### config.mk
export PLATFORM = sky130hd
export DESIGN_NAME = crc16_frame_deframer
export DESIGN_NICKNAME = d
export VERILOG_FILES = /design/src/cfd_pkg.sv /design/src/cfd_core.sv /design/src/crc16_frame_deframer.sv
export VERILOG_INCLUDE_DIRS = /design/src /design/src/src
export SDC_FILE = /design/constraint.sdc
export NUM_CORES = 1
export LEC_CHECK = 0
export ABC_AREA = 1
export ABC_CLOCK_PERIOD_IN_PS = 8000
export BUFFER_PORTS_ARGS = -buffer_cell sky130_fd_sc_hd__buf_2
export CAP_MARGIN = 10
export CORE_UTILIZATION = 56
export CTS_BUF_LIST = sky130_fd_sc_hd__clkbuf_4 sky130_fd_sc_hd__clkbuf_8
export DETAILED_ROUTE_END_ITERATION = 6
export PLACE_DENSITY = 0.73
export SYNTH_ARGS = -nofsm -noshare
export SYNTH_HDL_FRONTEND = slang
export SYNTH_SLANG_ARGS = --single-unit
### constraint.sdc
create_clock -name clk -period 8 [get_ports clk]
set_input_delay 0 -clock clk [delete_from_list [all_inputs] [get_ports clk]]
set_output_delay 0 -clock clk [all_outputs]
set_load 0.02 [all_outputs]
### src/crc16_frame_deframer_defines.svh
// Assertion macros used by the deframer RTL.
`ifndef CRC16_FRAME_DEFRAMER_DEFINES_SVH
`define CRC16_FRAME_DEFRAMER_DEFINES_SVH

`ifndef SYNTHESIS

`define CFD_ASSERT_IMPLY(label, clk, rst_n, ante, cons) \
	label: assert property (@(posedge clk) disable iff (!rst_n) (ante) |-> (cons)) \
		else $error("deframer assertion failed");

`define CFD_ASSERT_NEXT(label, clk, rst_n, ante, cons) \
	label: assert property (@(posedge clk) disable iff (!rst_n) (ante) |=> (cons)) \
		else $error("deframer assertion failed");

`else

`define CFD_ASSERT_IMPLY(label, clk, rst_n, ante, cons)

`define CFD_ASSERT_NEXT(label, clk, rst_n, ante, cons)

`endif

`endif

### src/cfd_pkg.sv
package cfd_pkg;

	localparam logic [15:0] MIN_FRAME_LEN = 16'd10;
	localparam logic [15:0] CRC_POLY_RESET = 16'h1021;

	localparam logic [1:0] CFG_HEAD = 2'd0;
	localparam logic [1:0] CFG_TAIL = 2'd1;
	localparam logic [1:0] CFG_POLY = 2'd2;

	typedef enum logic [1:0] {
		ST_OK   = 2'd0,
		ST_CRC  = 2'd1,
		ST_TAIL = 2'd2,
		ST_LEN  = 2'd3
	} status_t;

	typedef enum logic [5:0] {
		PH_HUNT = 6'b000001,
		PH_LEN  = 6'b000010,
		PH_VER  = 6'b000100,
		PH_PAY  = 6'b001000,
		PH_CRC  = 6'b010000,
		PH_TAIL = 6'b100000
	} phase_t;

	typedef struct packed {
		logic [15:0] head_word;
		logic [15:0] tail_word;
		logic [15:0] crc_poly;
	} cfg_t;

	typedef struct packed {
		logic        hit;
		logic [7:0]  out_byte;
		logic        frame_end;
		status_t     status;
	} res_t;

	function automatic logic [15:0] crc16_byte(input logic [15:0] crc, input logic [7:0] b,
		input logic [15:0] poly);
		logic [15:0] c;
		c = crc ^ {b, 8'h00};
		for (int k = 0; k < 8; k++) begin
			if (c[15]) begin
				c = {c[14:0], 1'b0} ^ poly;
			end else begin
				c = {c[14:0], 1'b0};
			end
		end
		return c;
	endfunction

endpackage

### src/cfd_core.sv
module cfd_core (
	input  logic              clk,
	input  logic              arst_n,
	input  logic              step,
	input  logic [7:0]        data,
	input  cfd_pkg::cfg_t     cfg,
	output cfd_pkg::res_t     res
);

	cfd_pkg::phase_t phase_q, phase_d;
	logic [7:0]  prev_q, prev_d;
	logic        prev_valid_q, prev_valid_d;
	logic [15:0] idx_q, idx_d;
	logic [15:0] len_q, len_d;
	logic [15:0] crc_q, crc_d;
	logic [15:0] rcrc_q, rcrc_d;
	logic [7:0]  tail_low_q, tail_low_d;

	logic [15:0] crc_step;
	logic [15:0] idx_inc;
	logic [15:0] len_full;
	logic [15:0] len_m4;
	logic [15:0] len_m2;
	logic [15:0] tail_rx;

	assign crc_step = cfd_pkg::crc16_byte(crc_q, data, cfg.crc_poly);
	assign idx_inc  = idx_q + 16'd1;
	assign len_full = len_q | {data, 8'h00};
	assign len_m4   = len_q - 16'd4;
	assign len_m2   = len_q - 16'd2;
	assign tail_rx  = {data, tail_low_q};

	always_comb begin
		phase_d      = phase_q;
		prev_d       = prev_q;
		prev_valid_d = prev_valid_q;
		idx_d        = idx_q;
		len_d        = len_q;
		crc_d        = crc_q;
		rcrc_d       = rcrc_q;
		tail_low_d   = tail_low_q;
		res          = '0;
		case (phase_q)
			cfd_pkg::PH_LEN: begin
				crc_d = crc_step;
				if (idx_q == 16'd2) begin
					len_d = {8'h00, data};
					idx_d = 16'd3;
				end else begin
					len_d = len_full;
					if (len_full < cfd_pkg::MIN_FRAME_LEN) begin
						res.hit       = 1'b1;
						res.frame_end = 1'b1;
						res.status    = cfd_pkg::ST_LEN;
						phase_d       = cfd_pkg::PH_HUNT;
						prev_valid_d  = 1'b0;
					end else begin
						idx_d   = 16'd4;
						phase_d = cfd_pkg::PH_VER;
					end
				end
			end
			cfd_pkg::PH_VER: begin
				crc_d = crc_step;
				idx_d = idx_inc;
				if (idx_inc == 16'd6) begin
					phase_d = (len_q == cfd_pkg::MIN_FRAME_LEN) ? cfd_pkg::PH_CRC
						: cfd_pkg::PH_PAY;
				end
			end
			cfd_pkg::PH_PAY: begin
				crc_d = crc_step;
				idx_d = idx_inc;
				if (idx_inc == len_m4) begin
					phase_d = cfd_pkg::PH_CRC;
				end
				res.hit      = 1'b1;
				res.out_byte = data;
			end
			cfd_pkg::PH_CRC: begin
				if (idx_q == len_m4) begin
					rcrc_d = {8'h00, data};
				end else begin
					rcrc_d  = rcrc_q | {data, 8'h00};
					phase_d = cfd_pkg::PH_TAIL;
				end
				idx_d = idx_inc;
			end
			cfd_pkg::PH_TAIL: begin
				if (idx_q == len_m2) begin
					tail_low_d = data;
					idx_d      = idx_inc;
				end else begin
					res.hit       = 1'b1;
					res.frame_end = 1'b1;
					if (tail_rx != cfg.tail_word) begin
						res.status = cfd_pkg::ST_TAIL;
					end else if (crc_q != rcrc_q) begin
						res.status = cfd_pkg::ST_CRC;
					end else begin
						res.status = cfd_pkg::ST_OK;
					end
					phase_d      = cfd_pkg::PH_HUNT;
					prev_valid_d = 1'b0;
				end
			end
			default: begin
				if (prev_valid_q && ({data, prev_q} == cfg.head_word)) begin
					phase_d      = cfd_pkg::PH_LEN;
					idx_d        = 16'd2;
					crc_d        = '0;
					prev_valid_d = 1'b0;
				end else begin
					phase_d      = cfd_pkg::PH_HUNT;
					prev_d       = data;
					prev_valid_d = 1'b1;
				end
			end
		endcase
	end

	always_ff @(posedge clk or negedge arst_n) begin
		if (!arst_n) begin
			phase_q      <= cfd_pkg::PH_HUNT;
			prev_q       <= '0;
			prev_valid_q <= 1'b0;
			idx_q        <= '0;
			len_q        <= '0;
			crc_q        <= '0;
			rcrc_q       <= '0;
			tail_low_q   <= '0;
		end else if (step) begin
			phase_q      <= phase_d;
			prev_q       <= prev_d;
			prev_valid_q <= prev_valid_d;
			idx_q        <= idx_d;
			len_q        <= len_d;
			crc_q        <= crc_d;
			rcrc_q       <= rcrc_d;
			tail_low_q   <= tail_low_d;
		end
	end

endmodule

### src/crc16_frame_deframer.sv
// channel | direction | handshake          | word
// in      | in        | in_valid/in_stall   | in_byte
// out     | out       | out_valid/out_stall | out_byte, frame_end, status
// cfg     | in        | cfg_valid/cfg_ready | cfg_index, cfg_data
//
// One byte per cycle while the output is not stalled; a result word is registered once its
// byte is accepted and the parse stage advances. The byte-wide CRC update and frame parse
// are combinational between input and output registers. Asynchronous active-low reset returns
// the parser to head hunt. A stalled output holds the parse stage; in_stall rises while that
// stage is full and held. Config writes always complete in the cycle they are offered.
`include "crc16_frame_deframer_defines.svh"

module crc16_frame_deframer (
	input  logic        clk,
	input  logic        arst_n,
	input  logic        in_valid,
	output logic        in_stall,
	input  logic [7:0]  in_byte,
	output logic        out_valid,
	input  logic        out_stall,
	output logic [7:0]  out_byte,
	output logic        frame_end,
	output logic [1:0]  status,
	input  logic        cfg_valid,
	output logic        cfg_ready,
	input  logic [1:0]  cfg_index,
	input  logic [15:0] cfg_data
);

	logic              valid_s1;
	logic [7:0]        byte_s1;
	logic              advance;
	logic              in_take;
	cfd_pkg::cfg_t     cfg_q;
	cfd_pkg::res_t     res;
	logic              out_valid_q;
	logic [7:0]        out_byte_q;
	logic              frame_end_q;
	cfd_pkg::status_t  status_q;

	assign advance   = valid_s1 && (!out_valid_q || !out_stall);
	assign in_stall  = valid_s1 && !advance;
	assign in_take   = in_valid && !in_stall;
	assign cfg_ready = 1'b1;

	always_ff @(posedge clk or negedge arst_n) begin
		if (!arst_n) begin
			cfg_q.head_word <= '0;
			cfg_q.tail_word <= '0;
			cfg_q.crc_poly  <= cfd_pkg::CRC_POLY_RESET;
		end else if (cfg_valid) begin
			case (cfg_index)
				cfd_pkg::CFG_HEAD: cfg_q.head_word <= cfg_data;
				cfd_pkg::CFG_TAIL: cfg_q.tail_word <= cfg_data;
				cfd_pkg::CFG_POLY: cfg_q.crc_poly  <= cfg_data;
				default: ;
			endcase
		end
	end

	always_ff @(posedge clk or negedge arst_n) begin
		if (!arst_n) begin
			valid_s1 <= 1'b0;
		end else if (in_take) begin
			valid_s1 <= 1'b1;
		end else if (advance) begin
			valid_s1 <= 1'b0;
		end
	end

	always_ff @(posedge clk) begin
		if (in_take) begin
			byte_s1 <= in_byte;
		end
	end

	cfd_core u_core (
		.clk    (clk),
		.arst_n (arst_n),
		.step   (advance),
		.data   (byte_s1),
		.cfg    (cfg_q),
		.res    (res)
	);

	always_ff @(posedge clk or negedge arst_n) begin
		if (!arst_n) begin
			out_valid_q <= 1'b0;
		end else if (advance) begin
			out_valid_q <= res.hit;
		end else if (!out_stall) begin
			out_valid_q <= 1'b0;
		end
	end

	always_ff @(posedge clk) begin
		if (advance) begin
			out_byte_q  <= res.out_byte;
			frame_end_q <= res.frame_end;
			status_q    <= res.status;
		end
	end

	assign out_valid = out_valid_q;
	assign out_byte  = out_byte_q;
	assign frame_end = frame_end_q;
	assign status    = status_q;

	`CFD_ASSERT_IMPLY(a_end_zero_byte, clk, arst_n, out_valid_q && frame_end_q, out_byte_q == 8'h00)
	`CFD_ASSERT_IMPLY(a_pay_status_ok, clk, arst_n, out_valid_q && !frame_end_q, status_q == cfd_pkg::ST_OK)
	`CFD_ASSERT_IMPLY(a_stall_needs_item, clk, arst_n, in_stall, valid_s1 && out_valid_q && out_stall)
	`CFD_ASSERT_NEXT(a_advance_drains, clk, arst_n, advance && !in_take, !valid_s1)

endmodule
# Yosys cells after proc, flatten, opt, wreduce, memory -nomap -nowiden
# Index checks and enable logic that the tools add are counted.
[totals]
word_cells = 134
regBits = 156
out_inout_bits = 14
[op_classes]
n_bitwise = 15
add_sub_neg = 3
order_cmp = 1
n_reduce_logical = 28
n_mux = 45
n_eq_ne = 25
[op_table]
columns = ["cell", "count"]
rows = [
  ["2-to-1 mux 16 bit", 15],
  ["bitwise XOR 16 bit", 9],
  ["equality test 16 bit", 4],
  ["one-hot mux 16 bit (3 select lines)", 1],
  ["!= test 16 bit", 2],
  ["bitwise OR 16 bit", 2],
  ["one-hot mux 16 bit (2 select lines)", 1],
  ["2-to-1 mux 6 bit", 5],
  ["one-hot mux 6 bit (5 select lines)", 1],
  ["adder 16 x 1 -> 16 bit, second input constant", 1],
  ["equality test 16 x 2 -> 1 bit, second input constant", 1],
  ["equality test 16 x 3 -> 1 bit, second input constant", 1],
  ["equality test 16 x 4 -> 1 bit, second input constant", 1],
  ["< comparator 16 x 4 -> 1 bit, second input constant", 1],
  ["subtractor 16 x 2 -> 16 bit, second input constant", 1],
  ["subtractor 16 x 3 -> 16 bit, second input constant", 1],
  ["2-to-1 mux 1 bit", 12],
  ["2-to-1 mux 3 bit", 4],
  ["!= test 2 x 1 -> 1 bit, second input constant", 5],
  ["AND reduction 2 bit", 5],
  ["AND reduction 3 bit", 3],
  ["equality test 6 x 2 -> 1 bit, second input constant", 1],
  ["equality test 6 x 3 -> 1 bit, second input constant", 1],
  ["equality test 6 x 4 -> 1 bit, second input constant", 1],
  ["other kinds (23)", 38],
]

# Logic depth before layout (Yosys ltp)
[depth]
ltp_word = 18
ltp_mapped = 30
ltp_nobuf = 29

# Modules after synthesis
# A second synthesis with hierarchy kept.
[hier_totals]
hier_cells = 1578
hier_area_um2 = 11222.0
[modules_own_cells]
columns = ["module", "n_inst", "cells_per_inst", "seq_area_each_um2", "area_per_inst_um2"]
rows = [
  ["cfd_core", 1, 1329, 2178.3, 8496.9],
  ["crc16_frame_deframer", 1, 249, 1825.5, 2725.1],
]

# Worst setup path before layout
# No wires, ideal clock.
[synth_timing]
path_kind = "register to register"
start = "register byte_s1[7]"
end = "register u_core.crc_q[2]"
required_ps = 7882
path_slack_ps = 5177
path_buffers = 2
path_stages_with_launch = 27
arrival_ps = 2705
cell_sequence = "edfxtp_1 > buf_6 > inv_4 > nand2_2 > nand2_4 > nand3_2 > nand2_4 > nand2_2 > nand2_2 > nand3_4 > nand2_4 > inv_2 > nor2_8 > nand2_1 > nand2_1 > nand2_4 > xor2_4 > nand2_2 > nand2_1 > inv_2 > nor2_2 > nand2_2 > nand2_4 > buf_4 > nand3_1 > nand3_1 > nand2_1"
[synth_between]
elab_chain_len = 16
word_cells_on_any_way = 21
classes_between = "1 x eq/ne; 9 x mux; 8 x bitwise; 3 x reduce/logical"
[synth_rtl]
columns = ["element", "line_no", "source"]
rows = [
  ["start, declared", "crc16_frame_deframer.sv:31", "logic [7:0] byte_s1;"],
  ["start signal, assigned", "crc16_frame_deframer.sv:73", "byte_s1 <= in_byte;"],
  ["bitwise XOR 16 bit", "cfd_pkg.sv:42", "c = crc ^ {b, 8'h00};"],
  ["2-to-1 mux 16 bit", "cfd_pkg.sv:44", "if (c[15]) begin"],
  ["bitwise XOR 16 bit", "cfd_pkg.sv:45", "c = {c[14:0], 1'b0} ^ poly;"],
  ["2-to-1 mux 16 bit", "cfd_pkg.sv:44", ""],
  ["bitwise XOR 16 bit", "cfd_pkg.sv:45", ""],
  ["2-to-1 mux 16 bit", "cfd_pkg.sv:44", ""],
  ["bitwise XOR 16 bit", "cfd_pkg.sv:45", ""],
  ["2-to-1 mux 16 bit", "cfd_pkg.sv:44", ""],
  ["bitwise XOR 16 bit", "cfd_pkg.sv:45", ""],
  ["2-to-1 mux 16 bit", "cfd_pkg.sv:44", ""],
  ["2-to-1 mux 16 bit / bitwise XOR 16 bit (equally long branches)", "cfd_pkg.sv:44, cfd_pkg.sv:45", ""],
  ["bitwise XOR 16 bit / 2-to-1 mux 16 bit (equally long branches)", "cfd_pkg.sv:45, cfd_pkg.sv:44", ""],
  ["2-to-1 mux 16 bit / bitwise XOR 16 bit (equally long branches)", "cfd_pkg.sv:44, cfd_pkg.sv:45", ""],
  ["bitwise XOR 16 bit / 2-to-1 mux 16 bit (equally long branches)", "cfd_pkg.sv:45, cfd_pkg.sv:44", ""],
  ["2-to-1 mux 16 bit", "cfd_pkg.sv:44", ""],
  ["one-hot mux 16 bit (2 select lines)", "cfd_core.sv:43", "case (phase_q)"],
  ["end signal, assigned", "cfd_core.sv:138", "crc_q <= crc_d;"],
  ["end, declared", "cfd_core.sv:15", "logic [15:0] crc_q, crc_d;"],
]
# Parallel ways exist; a longest one is shown, timed or not.
# A chain may end at the register's enable or synchronous reset.

# Worst setup path in the final report
[layout_timing]
start = "register cfg_q[15] in the netlist's numbering"
end = "register u_core.crc_q[6]"
[layout_between]
elab_chain_len = 16
word_cells_on_any_way = 17
classes_between = "9 x mux; 8 x bitwise"
[layout_rtl]
columns = ["element", "line_no", "source"]
rows = [
  ["start, declared", "crc16_frame_deframer.sv:34", "cfd_pkg::cfg_t cfg_q;"],
  ["bitwise XOR 16 bit", "cfd_pkg.sv:45", ""],
  ["2-to-1 mux 16 bit (2 in series)", "cfd_pkg.sv:44", ""],
  ["bitwise XOR 16 bit", "cfd_pkg.sv:45", ""],
  ["2-to-1 mux 16 bit", "cfd_pkg.sv:44", ""],
  ["bitwise XOR 16 bit", "cfd_pkg.sv:45", ""],
  ["2-to-1 mux 16 bit", "cfd_pkg.sv:44", ""],
  ["bitwise XOR 16 bit", "cfd_pkg.sv:45", ""],
  ["2-to-1 mux 16 bit", "cfd_pkg.sv:44", ""],
  ["bitwise XOR 16 bit", "cfd_pkg.sv:45", ""],
  ["2-to-1 mux 16 bit", "cfd_pkg.sv:44", ""],
  ["bitwise XOR 16 bit", "cfd_pkg.sv:45", ""],
  ["2-to-1 mux 16 bit *", "cfd_pkg.sv:44", ""],
  ["bitwise XOR 16 bit", "cfd_pkg.sv:45", ""],
  ["2-to-1 mux 16 bit *", "cfd_pkg.sv:44", ""],
  ["one-hot mux 16 bit (2 select lines) *", "cfd_core.sv:43", ""],
]
# Mark *: on every way between the ends. The rest lies on a longest branch, timed or not.

==> impl_metrics.ini <==
[outcome]
status = finished clean

[global_routing]
antenna_found_initial = 0
grt_max_degree = 72
gr-total-overflow = 0
grt_pass1_vias = 9125
grt_first_pass_wirelength_um = 46900
track_usage = 0.305

[detailed_routing]
routed_wl_um = 29100
via_count = 9969
postRouteAntennaNets = 0
drt-wirelength-per-cell_um = 15.8
first_pass_iters = 6
drtIter0Drc = 799
viasPerCell = 5.42
drcViolationCount = 0

[clocking]
post_cts_resized = 0
root_buffer = clkbuf_8
clk_latency_ns = 0.47
clockBufferDepth = 2
cts_tree = done
path_clk_slew_ns = 0.09
clock-sinks = 156
numCtsBuffers = 17
htreeDepth = 4

[worst_setup_path]
cp-end-kind = register
crit_path_max_fanout = 31
r2r-end = u_core.crc_q[6]$_DFFE_PN0P_
start_kind = register
path_class = reg -> reg
r2r_cells = 19
arrival_ns = 4.83
rr_startpoint = cfg_q[15]$_DFFE_PN0P_
worst_ep_required_time_ns = 8.36
ff2ff_setup_slack_ns = 3.53

[power_and_ir_drop]
leakage_nw = 5.78
intPower_mw = 2.10
max-vdd-ir-drop_mv = 0.224
p_sw_frac = 0.519
total_power_mw = 4.37
seqPwrFrac = 0.290
clock_power_share = 0.131
switching_power_mw = 2.27
power_frac_comb = 0.579
power.density_nw_per_um2 = 372

[cells_and_area]
syn_to_final_growth_pct = 8.42
layout-drive-gt1-share = 0.0843
fillers = 1731
nets = 1603
stdcell_count = 1838
regArea_um2 = 4000
multi_input_area_um2 = 5710
n_antenna_cell = 0

[placement]
dp_hpwl_um = 21200
dp.cells = 1779
portBuffers = 43
gp_congestion = 0.935

[synth]
syn_nets = 1574
synth_async_sr_flop_share = 0.878
synth-edff-count = 19
synth_top_flop_cell = dfrtp_1
yosysWarningCount = 0
syn_inst = 1536
netlist_area_um2 = 10800
ys_seq_elements = 156
ys_seq_area_frac = 0.369
yosysUniqueCellTypes = 48
avgSynthCellArea_um2 = 7.06

[sta]
rsz0062_at_grt = false
fmax_mhz = 224
slew_viol_final = 0
post-route-period-util = 0.559
finalCriticalPeriod_ns = 4.47
fin_tns_setup_ns = 0
setup_viol = 0
finalHoldViolCount = 0
skew_ns = 0.0112
whs_ns = 0.0866
slew_headroom = 0.184
tightest_slew_ns = 1.22

[die]
num_rows = 50
dieArea_um2 = 19900
start_util = 0.576
fp.dieW_um = 141
num_io_pins = 45
core_area_um2 = 18800
chipHeight_um = 141

[flow_run]
cap_violations = 0

[hold_path]
worstHoldPathType = in -> async
## placed cells by master, fill, tap and decap left out, types with 3 or more instances in the layout
cell type and instances:
nand4_1 21, nand2_2 13, xor2_1 71, inv_2 8
o21bai_1 3, nand3_2 3, inv_6 5, or2_2 6
nand3_4 5, ha_1 7, clkinv_4 3, dfstp_2 4
clkinv_1 3, nor3_2 4, o22ai_1 12, nand2_1 427
o2111ai_1 4, nand3_1 163, xnor2_1 64, inv_1 208
dfrtp_1 133, nor4_1 17, edfxtp_1 19, a21oi_1 33
dlygate4sd3_1 27, buf_4 4, clkbuf_8 17, inv_8 3
nor3_1 13, nand2_4 5, o21ai_0 96, buf_2 42
nor2_1 112
## flip-flops by register name (all words and copies together), names as in the netlist
signal               flops
cfg_q                   48
u_core.tail_low_q        8
u_core.rcrc_q           16
byte_s1                  8
u_core.prev_valid_q      1
u_core.phase_q           6
u_core.crc_q            16
frame_end                1
valid_s1                 1
u_core.len_q            16
status                   2
u_core.prev_q            8
out_valid                1
out_byte                 8
u_core.idx_q            16
## synth_stat cells (7+ instances only)
cell | number | area, um2
nand2_1 | 427 | 1600
inv_1 | 208 | 781
nand3_1 | 163 | 816
dfrtp_1 | 133 | 3330
nor2_1 | 113 | 424
o21ai_0 | 96 | 480
xor2_1 | 71 | 622
xnor2_1 | 64 | 561
clkbuf_1 | 37 | 139
a21oi_1 | 33 | 165
nand4_1 | 21 | 131
edfxtp_1 | 19 | 571
nor4_1 | 17 | 106
buf_2 | 16 | 80.1
nor3_1 | 14 | 70.1
nand2_2 | 13 | 81.3
o22ai_1 | 12 | 75.1
inv_2 | 8 | 30.0
ha_1 | 7 | 87.6
## stage by stage
stage | utilization | cell area, um2 | setup slack [ns]
6_report | 0.624 | 11800 | 3.53
5_1_grt | 0.624 | 11800 | 3.01
4_1_cts | 0.624 | 11800 | 3.56
3_5_place_dp | 0.590 | 11100 | 3.59
3_3_place_gp | 0.590 | 11100 | 3.76
2_1_floorplan | - | 10800 | 5.18
## worst max-delay path by stage
stage | start | end | slack (ns) | cells past startpoint
floorplan | byte_s1[7]$_DFFE_PP_ | u_core.crc_q[2]$_DFFE_PN0P_ | 5.18 | 26
global placement | cfg_q[15]$_DFFE_PN0P_ | u_core.crc_q[15]$_DFFE_PN0P_ | 3.76 | 19
detailed placement | cfg_q[15]$_DFFE_PN0P_ | u_core.crc_q[6]$_DFFE_PN0P_ | 3.59 | 19
CTS | cfg_q[15]$_DFFE_PN0P_ | u_core.crc_q[6]$_DFFE_PN0P_ | 3.56 | 19
global route | byte_s1[7]$_DFFE_PP_ | u_core.crc_q[11]$_DFFE_PN0P_ | 3.01 | 21
finish | cfg_q[15]$_DFFE_PN0P_ | u_core.crc_q[6]$_DFFE_PN0P_ | 3.53 | 19
## power groups by stage
stage          combinational (mW)  sequential, mW  clock [mW]
6_report                     2.53            1.27       0.572
5_1_grt                      2.88            1.29       0.607
4_1_cts                      2.51            1.26       0.575
3_5_place_dp                 2.49            1.27           0
3_3_place_gp                 2.42            1.27           0
2_1_floorplan                2.17            1.14           0
## layout make-up
type / instances / share of cell area
sequential: 156 / 0.341
timing repair buffer: 74 / 0.0444
clock buffer: 17 / 0.0199
multi-input combinational: 1098 / 0.486
clock inverter: 15 / 0.0113
tap: 260 / 0.0277
inverter: 218 / 0.0699
## metal layers
metal	part of all wire	up-vias	wire [um]	global-route usage
li1	-	4911	-	-
met1	0.45	4668	13000	0.417
met2	0.47	326	13600	0.497
met3	0.057	64	1650	0.0540
met4	0.025	0	733	0.0887
met5	0	-	0	0
## cells by family (layout without fill, tap and decap cells)
| logic type | count (synthesis) | count (layout) | synth area share |
|---|---|---|---|
| buffers and inverters | 282 | 324 | 0.104 |
| multiplexers | 1 | 1 | 0.00104 |
| XOR/XNOR | 137 | 137 | 0.113 |
| AO/OA/AOI/OAI | 154 | 154 | 0.0761 |
| AND/OR/NAND/NOR | 798 | 798 | 0.328 |
| other | 1 | 1 | 0.000346 |
| flip-flops | 156 | 156 | 0.369 |
| adder cells (fa/ha/maj) | 7 | 7 | 0.00808 |
## critical path, cell delays in order (launching register included)
cell	delay, ns
dfrtp_1	0.91
nand3_1	0.15
nand2_1	0.15
nand2_4	0.18
nand2_2	0.12
nand2_1	0.06
nand2_1	0.50
nand3_1	0.13
nand2_1	0.13
inv_1	0.08
nand3_4	0.16
nand3_4	0.14
xor2_4	0.50
nand3_4	0.30
nand3_2	0.14
nand2_1	0.11
nand2_4	0.30
nand3_1	0.13
nand3_1	0.11
nand2_1	0.06
## timing repair
action	CTS	global route
hold buffers	27	0
hold endpoints to repair	128	0
buffers inserted	0	0
Note: power is estimated with default switching activity, not from simulation.
